===== config.mk =====
export PLATFORM = sky130hd
export DESIGN_NAME = lfu_vs_ctrl
export DESIGN_NICKNAME = d
export VERILOG_FILES = /design/src/hdl/lfu_vs_pkg.sv /design/src/hdl/lfu_vs_ctrl.sv
export SDC_FILE = /design/constraint.sdc
export NUM_CORES = 1
export LEC_CHECK = 0
export BUFFER_PORTS_ARGS = -buffer_cell sky130_fd_sc_hd__buf_2
export CORE_AREA = 2 2 39 41
export DETAILED_ROUTE_END_ITERATION = 8
export DIE_AREA = 0 0 41 43
export GPL_TIMING_DRIVEN = 0
export SLEW_MARGIN = 15
export SYNTH_ARGS = -nofsm -noshare
export SYNTH_HDL_FRONTEND = slang
export SYNTH_SLANG_ARGS = --single-unit

===== constraint.sdc =====
create_clock -name clk -period 2 [get_ports clk]
set_input_delay 0.1 -clock clk [delete_from_list [all_inputs] [get_ports clk]]
set_output_delay 0.1 -clock clk [all_outputs]
set_load 0.005 [all_outputs]

===== src/hdl/lfu_vs_pkg.sv =====
// Shared types and constants for the LFU victim selector.
`timescale 1ns / 1ps

package lfu_vs_pkg;

	// Cache geometry and counter size
	localparam int SETS       = 2048;
	localparam int WAYS       = 16;
	localparam int COUNT_BITS = 16;

	// Port field widths
	localparam int SET_W = 11;
	localparam int WAY_W = 4;

	// Derived sizes
	localparam int ROW_AW   = (SETS > 1) ? $clog2(SETS) : 1;
	localparam int WAY_AW   = $clog2(WAYS);
	localparam int GRP_SIZE = 4;
	localparam int GROUPS   = (WAYS + GRP_SIZE - 1) / GRP_SIZE;

	// Opcode values
	localparam logic OP_VICTIM = 1'b0;
	localparam logic OP_UPDATE = 1'b1;

	// One memory row holds every counter of one set
	typedef logic [COUNT_BITS-1:0] ctr_t;
	typedef logic [WAYS-1:0][COUNT_BITS-1:0] row_t;

	localparam ctr_t CTR_MAX = '1;
	localparam logic [ROW_AW-1:0] ROW_LAST = ROW_AW'(SETS - 1);

	typedef enum logic [1:0] {
		ST_CLEAR,
		ST_IDLE,
		ST_LOOK,
		ST_REDUCE
	} state_t;

	// Commands from controller to datapath
	typedef struct packed {
		logic clr_wr;    // write a zero row at the clear pointer
		logic accept;    // capture a beat and start the row read
		logic upd_wr;    // write back the modified row
		logic tree_ld;   // load the group minimum stage
		logic out_ld;    // load the final victim way
	} dp_cmd_t;

	// Status from datapath to controller
	typedef struct packed {
		logic clr_last;  // clear pointer at the last row
		logic is_update; // captured beat is a counter update
	} dp_sts_t;

endpackage


===== src/hdl/lfu_vs_ctrl.sv =====
// Controller state machine for the LFU victim selector.
`timescale 1ns / 1ps

module lfu_vs_ctrl (
	input  logic                clk,
	input  logic                arst_n,
	input  logic                start,
	input  lfu_vs_pkg::dp_sts_t sts,
	output lfu_vs_pkg::dp_cmd_t cmd,
	output logic                busy,
	output logic                done
);

	lfu_vs_pkg::state_t state_q;
	lfu_vs_pkg::state_t state_nxt;
	logic               done_q;

	// State register and result strobe
	always_ff @(posedge clk or negedge arst_n) begin
		if (!arst_n) begin
			state_q <= lfu_vs_pkg::ST_CLEAR;
			done_q  <= 1'b0;
		end else begin
			state_q <= state_nxt;
			done_q  <= (state_q == lfu_vs_pkg::ST_REDUCE);
		end
	end

	// Next state
	always_comb begin
		state_nxt = state_q;
		case (state_q)
			lfu_vs_pkg::ST_CLEAR: begin
				if (sts.clr_last) state_nxt = lfu_vs_pkg::ST_IDLE;
			end
			lfu_vs_pkg::ST_IDLE: begin
				if (start) state_nxt = lfu_vs_pkg::ST_LOOK;
			end
			lfu_vs_pkg::ST_LOOK: begin
				if (sts.is_update) state_nxt = lfu_vs_pkg::ST_IDLE;
				else               state_nxt = lfu_vs_pkg::ST_REDUCE;
			end
			lfu_vs_pkg::ST_REDUCE: begin
				state_nxt = lfu_vs_pkg::ST_IDLE;
			end
			default: begin
				state_nxt = lfu_vs_pkg::ST_IDLE;
			end
		endcase
	end

	// Outputs
	always_comb begin
		cmd  = '0;
		busy = 1'b1;
		case (state_q)
			lfu_vs_pkg::ST_CLEAR: begin
				cmd.clr_wr = 1'b1;
			end
			lfu_vs_pkg::ST_IDLE: begin
				busy       = 1'b0;
				cmd.accept = start;
			end
			lfu_vs_pkg::ST_LOOK: begin
				cmd.upd_wr  = sts.is_update;
				cmd.tree_ld = !sts.is_update;
			end
			lfu_vs_pkg::ST_REDUCE: begin
				cmd.out_ld = 1'b1;
			end
			default: begin
				busy = 1'b1;
			end
		endcase
	end

	assign done = done_q;

endmodule


Word level (Yosys, flattened, before mapping) --
Index checks and enable logic that the tools add are counted.
Word-level totals: bits in read-only memories 0, word-level logic and storage cells 19, memories kept 0, bits of input ports 5, latch bits 0, register bits 3, memory bits (writable) 0
Operators by class: shift operators 0, equal/unequal tests 5, muxes and demuxes 9, $add $sub $neg 0, divide/modulo/power cells 0, reductions and logical operators 3, magnitude comparators 0, $mul 0, bitwise logic cells 0
Operators by type and width (number):
- two-way mux 2 bit | 4
- case mux 2 bit (4 select lines) | 1
- equality test 2 bit (second input constant) | 2
- two-way mux 1 bit | 4
- inequality test 2 bit (second input constant) | 2
- equality test 2 x 1 -> 1 bit (second input constant) | 1
- zero test 2 bit | 1
- AND reduction 2 bit | 1
- zero test 1 bit | 1

Logic depth before layout (Yosys ltp) --
Gate-level depths: netlist (run 1).
depth after elaboration 3, gate-level depth with buffers 5

Worst setup path after synthesis (run 1) --
OpenSTA, ideal clock, no wires.
path type register to register, start reg state_q[1], end reg state_q[1], arrival 1265 ps, setup time 126 ps, setup slack 609 ps, path buffers 0, clock period less this slack 1391 ps, cell stages (with the launch flop) 6, cells stage by stage dfrtp_1 -> inv_1 -> ha_1 -> nor2b_4 -> and4bb_1 -> a221o_1
On the way: word-level cells in the longest chain between the ends 3, elaborated cells between the ends (all ways) 8, classes of those cells eq/ne (5); mux (1); reduce/logical (2)
Ends and longest elaborated chain:
- start, declared | RTL line lfu_vs_ctrl.sv:14 | lfu_vs_pkg::state_t state_q;
- start signal, assigned | RTL line lfu_vs_ctrl.sv:21 | state_q <= lfu_vs_pkg::ST_CLEAR;
- start signal, assigned | RTL line lfu_vs_ctrl.sv:24 | state_q <= state_nxt;
- equality test 2 x 1 -> 1 bit or zero test 2 bit (tied branches) | RTL line lfu_vs_ctrl.sv:32 | case (state_q)
- inequality test 2 bit (no source line)
- AND reduction 2 bit (no source line)
Several ways; a longest one is shown, not always the timed one. A chain may end at the register's enable or synchronous reset.

Worst setup path in the final report (run 1) --
Same ends and word-level chain as after synthesis.

==> results.toml, run 1 <==
[timing]
worst_pin_slew_ns = 0.149
max_freq_mhz = 688
final-setup-viol-count = 0
finalHoldViolCount = 0
fin_crit_sh = 0.726
relSlewSlack = 0.901
finalSetupTns_ns = 0
fin_crit_ns = 1.45
clock-skew-final_ns = 0.00141
drv_slew = 0
rsz0062_at_grt = "no"

[synthesis]
synth_area_leaders = "dfrtp_1 35%, ha_1 24%, inv_1 7.1%"
synth_top_area_cell = "dfrtp_1"
ys_ff_latch = 3
synth-simple-area-share = 0.218
synthXorXnorAreaFrac = 0
yosys_warnings = 0
syn-num-nets = 30
synth-compound-area-share = 0.124
syn_inst = 21
syn-cell-area_um2 = 213
synth.top_cell.area_share = 0.353
synth_top_family_by_area = "adder cells"
synthMuxAreaShare = 0
ys_seq_area_frac = 0.353
ys_types = 12
synthAdderAreaFrac = 0.235
avgSynthCellArea_um2 = 10.1

[floorplan]
row_count = 14
die_w_um = 41
start_util = 0.154
coreArea_um2 = 1380
die-area_um2 = 1760
die_h_um = 43
ios = 12

[route]
vias = 198
dr.pass1.iters = 2
via_per_inst = 3.74
drt_wl_total_um = 422
post_drt_wl_per_cell_um = 7.96
drt_iter0_drc = 4
drc_errors = 0
drtAntennaViolNets = 0

[placed_design]
place_congestion = 0.585
dp_cells = 48
hpwl_um = 340
io_buffers = 11

[cells_and_area]
layout.cells.non_filler = 53
n_fill_cell = 160
n_antenna_cell = 0
area_growth_pct = 52.4
layout-drive-gt1-share = 0.405
nNetsFinal = 47

[grt]
grt_max_degree = 6
grt_pass1_vias = 166
grt_pass1_wl_um = 655
antenna_found_initial = 0
grtUsageTotal = 0.0593
grt_overflow_total = 0

[power_and_ir_drop]
power_leakage_uw = 0.000187
peakVddDrop_mv = 0.304
powerDensity_nw_per_um2 = 1200
combPwrFrac = 0.467
p_int_uw = 254
power.switching_uw = 134
p_sw_frac = 0.345
clkPwrFrac = 0.266
seqPwrFrac = 0.267
finalPower_uw = 388

[critical_path]
critPathKind = "reg -> reg"
critPathMaxFanout = 5
end_kind = "flip-flop"
r2r_start = "state_q[1]$_DFFE_PN0P_"
critPathLaunchType = "flip-flop"
critical_path_required_ns = 2.11
reg2reg_depth = 5
crit_arrival_ns = 1.56
cp-startpoint = "state_q[1]$_DFFE_PN0P_"

[clock_network]
cts.sinks = 3
clock_latency_ns = 0.23
numCtsBuffers = 3
hold_buffers = 1
htreeDepth = 1
cts_buffer_depth = 2
path_clk_slew_ns = 0.03
cts_tree = "built"
cts_setup_buffers = 0
cts_root_buf = "clkbuf_4"
ctsResizeCount = 0

[min_path]
worstHoldPathType = "in -> async"

[job]
maxCapViolCount = 0

[status]
outcome = "completed"
-- sequential cells by signal, summed over array words and instances, names as in the netlist --
name,count
state_q,2
done,1
-- cells in the final DEF, fill, tap and decap left out --
cell type / netlist / layout
o21ai_0: 2 / 2
dfrtp_1: 3 / 3
o22ai_1: 1 / 1
buf_2: 0 / 11
nor2_1: 1 / 1
and4bb_1: 1 / 1
nand2_1: 1 / 1
and2_1: 1 / 1
inv_1: 4 / 4
nor2b_1: 1 / 1
a221o_1: 1 / 1
ha_1: 4 / 4
clkbuf_1: 0 / 1
clkbuf_4: 0 / 3
nor2b_4: 1 / 1
dlygate4sd3_1: 0 / 1
-- power groups by stage --
stage	registers [uW]	clock network (uW)	logic (uW)
finish	104	103	181
detailed placement	104	0	182
floorplan	100	0	119
global placement	104	0	180
global route	108	120	205
CTS	104	110	184
-- logic make-up (layout without fill, tap and decap cells) --
group,Yosys count,in the layout
compound gates,4,4
fa+ha+maj,4,4
buf+inv,4,20
flops,3,3
simple gates,6,6
-- cell usage after synthesis, drive strengths merged --
cell    instances
o22ai           1
inv             4
nand2           1
nor2            1
dfrtp           3
and4bb          1
o21ai           2
and2            1
nor2b           2
ha              4
a221o           1
-- area by class of cell --
| cell class | instances | area [um2] | area share |
|---|---|---|---|
| inverters | 4 | 15.0 | 0.0463 |
| flip-flops and latches | 3 | 75.1 | 0.232 |
| repair buffers | 12 | 65.1 | 0.201 |
| well taps | 16 | 20.0 | 0.0618 |
| clock buffers | 4 | 26.3 | 0.0811 |
| multi-input cells | 14 | 123 | 0.378 |
-- path summary, 6_finish.rpt --
kind | slack, ns | endpoint
hold reg to reg | 0.59 | state_q[1]$_DFFE_PN0P_
hold / removal | 0.19 | done$_DFF_PN0_
setup / recovery | 0.55 | state_q[1]$_DFFE_PN0P_
min in group clk | 0.19 | state_q[0]$_DFFE_PN0P_
max in group asynchronous | 1.70 | state_q[0]$_DFFE_PN0P_
setup reg to reg | 0.55 | state_q[1]$_DFFE_PN0P_
-- stage by stage --
step | hold slack (ns) | instance area, um2 | worst slack (ns) | utilization
2_1_floorplan | -0.196 | 213 | 0.609 | -
3_3_place_gp | -0.104 | 288 | 0.555 | 0.208
3_5_place_dp | -0.100 | 288 | 0.544 | 0.208
4_1_cts | 0.183 | 324 | 0.539 | 0.234
5_1_grt | 0.186 | 324 | 0.441 | 0.234
6_report | 0.191 | 324 | 0.547 | 0.234
-- worst max-delay path, cell delays in order, from the launching register on --
cell      delay [ns]
dfrtp_1         0.40
inv_1           0.11
ha_1            0.16
nor2b_4         0.18
and4bb_1        0.23
a221o_1         0.26
-- routing by layer --
| metal | vias up | share of wire | GRT usage |
|---|---|---|---|
| met5 | - | 0 | 0 |
| met4 | 0 | 0 | 0.0400 |
| met3 | 0 | 0.13 | 0.0471 |
| met2 | 10 | 0.44 | 0.0625 |
| met1 | 88 | 0.44 | 0.0774 |
| li1 | 100 | - | - |
No activity file was read; power rests on OpenSTA's default activity.
==> run 2: changes to the inputs <==
==> constraint.sdc (replaced) <==
create_clock -name clk -period 1.36 [get_ports clk]
set_input_delay 0.068 -clock clk [delete_from_list [all_inputs] [get_ports clk]]
set_output_delay 0.068 -clock clk [all_outputs]
set_load 0.005 [all_outputs]
==> results.toml, run 2 (synthesized netlist as in run 1, its figures left out) <==
[status]
outcome = "completed"

[route]
wl_met2_um = 193
via_per_inst = 3.62
wl_met1_um = 207
vias = 210
post_drt_wl_per_cell_um = 7.66
drt_iter0_drc = 1
drt_wl_total_um = 444
top_layer = "met3"
dr.pass1.iters = 2
drtAntennaViolNets = 0
wl_met3_um = 44
drc_errors = 0

[timing]
rsz0062_at_grt = "yes"
fin_ws_ns = 0.0402
relSlewSlack = 0.897
clock-skew-final_ns = 0.000982
worst_pin_slew_ns = 0.155
max_freq_mhz = 758
fin_crit_sh = 0.970
final-setup-viol-count = 0
drv_slew = 0
fin_crit_ns = 1.32
finalHoldViolCount = 0

[critical_path]
r2r-end = "state_q[1]$_DFFE_PN0P_"
cp-startpoint = "state_q[1]$_DFFE_PN0P_"
r2r_start = "state_q[1]$_DFFE_PN0P_"
critPathKind = "reg -> reg"
crit_arrival_ns = 1.42
critPathLaunchType = "flip-flop"
critPathMaxFanout = 3
ff2ff_setup_slack_ns = 0.04
end_kind = "flip-flop"
reg2reg_depth = 5
critical_path_required_ns = 1.46

[grt]
grt_overflow_total = 0
grtUsageTotal = 0.0643
grt_max_degree = 5
grt_pass1_wl_um = 765
grt_pass1_vias = 220
antenna_found_initial = 0

[power_and_ir_drop]
powerDensity_nw_per_um2 = 1820
peakVddDrop_mv = 0.492
power_leakage_uw = 0.000211
finalPower_uw = 686

[placed_design]
io_buffers = 11
dp_worst_setup_slack_ns = -0.0658
hpwl_um = 344
place_congestion = 0.661

[job]
maxCapViolCount = 0

[floorplan]
row_count = 14
start_util = 0.154
die_w_um = 41
die_h_um = 43
ios = 12
coreArea_um2 = 1380
die-area_um2 = 1760

[cells_and_area]
final_cell_mix = "11 x buf_2, 5 x buf_4, 3 x ha_1, 3 x clkbuf_4, 3 x dfrtp_1"
area_growth_pct = 77.6
layout-drive-gt1-share = 0.571
nNetsFinal = 52
mostFrequentLayoutCell = "buf_2"
largest_reg_flops = 2
regMostFlops = "state_q"
n_antenna_cell = 0

[clock_network]
cts.sinks = 3
cts_buffer_depth = 2
cts_root_buf = "clkbuf_4"
numCtsBuffers = 3
cts_tree = "built"
path_clk_slew_ns = 0.03
clock_latency_ns = 0.22
htreeDepth = 1

[min_path]
worstHoldPathType = "in -> async"
-- run 2: changes by cell type in the layout (fill, tap and decap cells not counted) --
| cell | change |
|---|---|
| inv_2 | +2 |
| ha_4 | +1 |
| ha_1 | -1 |
| buf_4 | +5 |
| o21ai_2 | +1 |
| inv_1 | -2 |
| o21ai_0 | -2 |
| o21ai_1 | +1 |
-- run 2: worst max path at each step --
stage / to / slack, ns / cells after the start
6_report: state_q[1]$_DFFE_PN0P_ / 0.04 / 5
3_5_place_dp: state_q[1]$_DFFE_PN0P_ / -0.07 / 5
3_3_place_gp: state_q[1]$_DFFE_PN0P_ / -0.06 / 5
2_1_floorplan: state_q[1]$_DFFE_PN0P_ / 0.009 / 5
5_1_grt: state_q[1]$_DFFE_PN0P_ / -0.06 / 5
4_1_cts: state_q[1]$_DFFE_PN0P_ / 0.02 / 5
-- run 2: what timing repair did --
action,in CTS,in global routing
buffers inserted,5,0
endpoints found under the hold margin,3,0
pin swaps,1,0
setup endpoints to repair,1,3
hold buffers,1,0
gates resized for setup,1,3
-- run 2: layout make-up --
| cell class | count | area (um2) |
|---|---|---|
| timing repair buffer | 17 | 103 |
| multi-input combinational | 14 | 139 |
| tap | 16 | 20.0 |
| inverter | 4 | 15.0 |
| clock buffer | 4 | 26.3 |
| sequential | 3 | 75.1 |
| fill | 148 | 1010 |
-- run 2: power by group --
part	total [uW]	switching, uW	internal, uW	leakage (uW)
logic	395	171	224	0.000159
clock network	148	38.1	109	0.0000150
registers	144	20.1	124	0.0000376
-- run 2: metrics by stage --
step                      TNS (ns)  hold WS [ns]  area [um2]  utilization  instances
after floorplan                  0        -0.228         225            -         21
after global placement     -0.0638        -0.135         300        0.217         48
after detailed placement   -0.0658        -0.133         300        0.217         48
after CTS                        0         0.161         374        0.270         58
after global routing       -0.0867         0.199         378        0.273         58
final                            0         0.165         378        0.273         58
-- run 2: routing by layer --
layer	global-route usage	vias to the layer above
met5	0	-
met4	0.0600	0
met3	0.0157	0
met2	0.0781	9
met1	0.0868	90
li1	-	111
-- run 2: worst max-delay path: stages (launching register included) --
cell and delay (ns):
dfrtp_1 0.39, inv_2 0.10, ha_4 0.13, nor2b_4 0.14, and4bb_1 0.19, a221o_1 0.25
==> run 3: changes to the inputs <==
--- a/config.mk
+++ b/config.mk
@@ -7,6 +7,7 @@
 export LEC_CHECK = 0
 export BUFFER_PORTS_ARGS = -buffer_cell sky130_fd_sc_hd__buf_2
 export CORE_AREA = 2 2 39 41
+export CTS_BUF_LIST = sky130_fd_sc_hd__clkbuf_2 sky130_fd_sc_hd__clkbuf_4 sky130_fd_sc_hd__clkbuf_8
 export DETAILED_ROUTE_END_ITERATION = 8
 export DIE_AREA = 0 0 41 43
 export GPL_TIMING_DRIVEN = 0
==> results.toml, run 3 (synthesized netlist as in run 1, its figures left out) <==
[status]
outcome = "completed"

[floorplan]
die_h_um = 43
coreArea_um2 = 1380
row_count = 14
die-area_um2 = 1760
ios = 12
start_util = 0.154
die_w_um = 41

[clock_network]
path_clk_slew_ns = 0.03
clock_latency_ns = 0.22
cts_buffer_depth = 2
htreeDepth = 1
cts.sinks = 3
numCtsBuffers = 3
cts_root_buf = "clkbuf_4"
cts_tree = "built"

[timing]
fin_crit_ns = 1.32
drv_slew = 0
final-setup-viol-count = 0
clock-skew-final_ns = 0.00125
finalHoldViolCount = 0
fin_crit_sh = 0.970
relSlewSlack = 0.897
max_freq_mhz = 758
worst_pin_slew_ns = 0.155
rsz0062_at_grt = "yes"

[cells_and_area]
n_antenna_cell = 0
fin_area_um2 = 382
mostFrequentLayoutCell = "buf_2"
final_cell_mix = "11 x buf_2, 5 x buf_4, 4 x clkbuf_4, 3 x ha_1, 3 x dfrtp_1"
regMostFlops = "state_q"
nNetsFinal = 52
largest_reg_flops = 2
area_growth_pct = 79.4
n_fill_cell = 148
layout-drive-gt1-share = 0.595
layout.cells.non_filler = 58

[grt]
grt_max_degree = 5
antenna_found_initial = 0
grt_pass1_wl_um = 779
grt_pass1_vias = 223
grt_overflow_total = 0
grtUsageTotal = 0.0653

[critical_path]
end_kind = "flip-flop"
reg2reg_depth = 5
crit_arrival_ns = 1.42
critical_path_required_ns = 1.46
critPathMaxFanout = 3
critPathLaunchType = "flip-flop"
critPathKind = "reg -> reg"

[route]
via_per_inst = 3.62
wl_met2_um = 193
vias = 210
drt_iter0_drc = 1
drt_wl_total_um = 449
wl_met3_um = 44
post_drt_wl_per_cell_um = 7.74
drc_errors = 0
wl_met1_um = 212
dr.pass1.iters = 2
top_layer = "met3"
drtAntennaViolNets = 0

[power_and_ir_drop]
seqPwrFrac = 0.203
peakVddDrop_mv = 0.492
p_int_uw = 476
combPwrFrac = 0.559
power.switching_uw = 230
p_sw_frac = 0.325
clkPwrFrac = 0.237
powerDensity_nw_per_um2 = 1850
power_leakage_uw = 0.000215

[placed_design]
place_congestion = 0.661
hpwl_um = 344
place_area_um2 = 300
io_buffers = 11
dp_cells = 48

[job]
maxCapViolCount = 0

[min_path]
worstHoldPathType = "in -> async"
## run 3: cell counts in the layout (fill, tap and decap cells not counted)
No cell type changed its count.
## run 3: timing repair
| item | in CTS | in global routing |
|---|---|---|
| setup buffers | 5 | 0 |
| pin swaps | 1 | 0 |
| endpoints found under the setup margin | 1 | 3 |
| hold buffers | 1 | 0 |
| resized for setup | 1 | 3 |
| hold endpoints to repair | 3 | 0 |
## run 3: cell type report
| type | instances | area, um2 | share of cell area |
|---|---|---|---|
| inverter | 4 | 15.0 | 0.0393 |
| sequential | 3 | 75.1 | 0.197 |
| timing repair buffer | 17 | 103 | 0.269 |
| multi-input combinational | 14 | 139 | 0.364 |
| tap | 16 | 20.0 | 0.0525 |
| clock buffer | 4 | 30.0 | 0.0787 |
## run 3: path summary, 6_finish.rpt
kind | slack [ns] | startpoint | end
setup / recovery | 0.04 | state_q[1]$_DFFE_PN0P_ | state_q[1]$_DFFE_PN0P_
hold / removal | 0.16 | arst_n | done$_DFF_PN0_
setup reg to reg | 0.04 | state_q[1]$_DFFE_PN0P_ | state_q[1]$_DFFE_PN0P_
hold reg to reg | 0.63 | state_q[0]$_DFFE_PN0P_ | state_q[0]$_DFFE_PN0P_
max in group asynchronous | 1.09 | arst_n | state_q[1]$_DFFE_PN0P_
min in group clk | 0.20 | start | state_q[0]$_DFFE_PN0P_
## run 3: power groups by stage
stage	logic [uW]	registers, uW	clock network, uW
global placement	295	156	0
finish	395	144	167
global route	459	150	184
detailed placement	303	156	0
floorplan	202	149	0
CTS	391	145	172
## run 3: metal layers
layer  global-route usage  vias to the layer above
li1                     -                      111
met1               0.0900                       90
met2               0.0781                        9
met3               0.0157                        0
met4               0.0600                        0
met5                    0                        -
## run 3: per-stage QoR
stage               total power (uW)  setup WS [ns]  TNS, ns   util  hold WS (ns)
floorplan                        351        0.00914        0      -        -0.228
global placement                 451        -0.0638  -0.0638  0.217        -0.135
detailed placement               459        -0.0658  -0.0658  0.217        -0.133
CTS                              707         0.0204        0  0.273         0.161
global route                     793        -0.0594  -0.0867  0.276         0.199
finish                           706         0.0402        0  0.276         0.165
## run 3: worst max-delay path, stage by stage (launching register included)
cell and delay (ns):
dfrtp_1 0.39, inv_2 0.10, ha_4 0.13, nor2b_4 0.14
and4bb_1 0.19, a221o_1 0.25
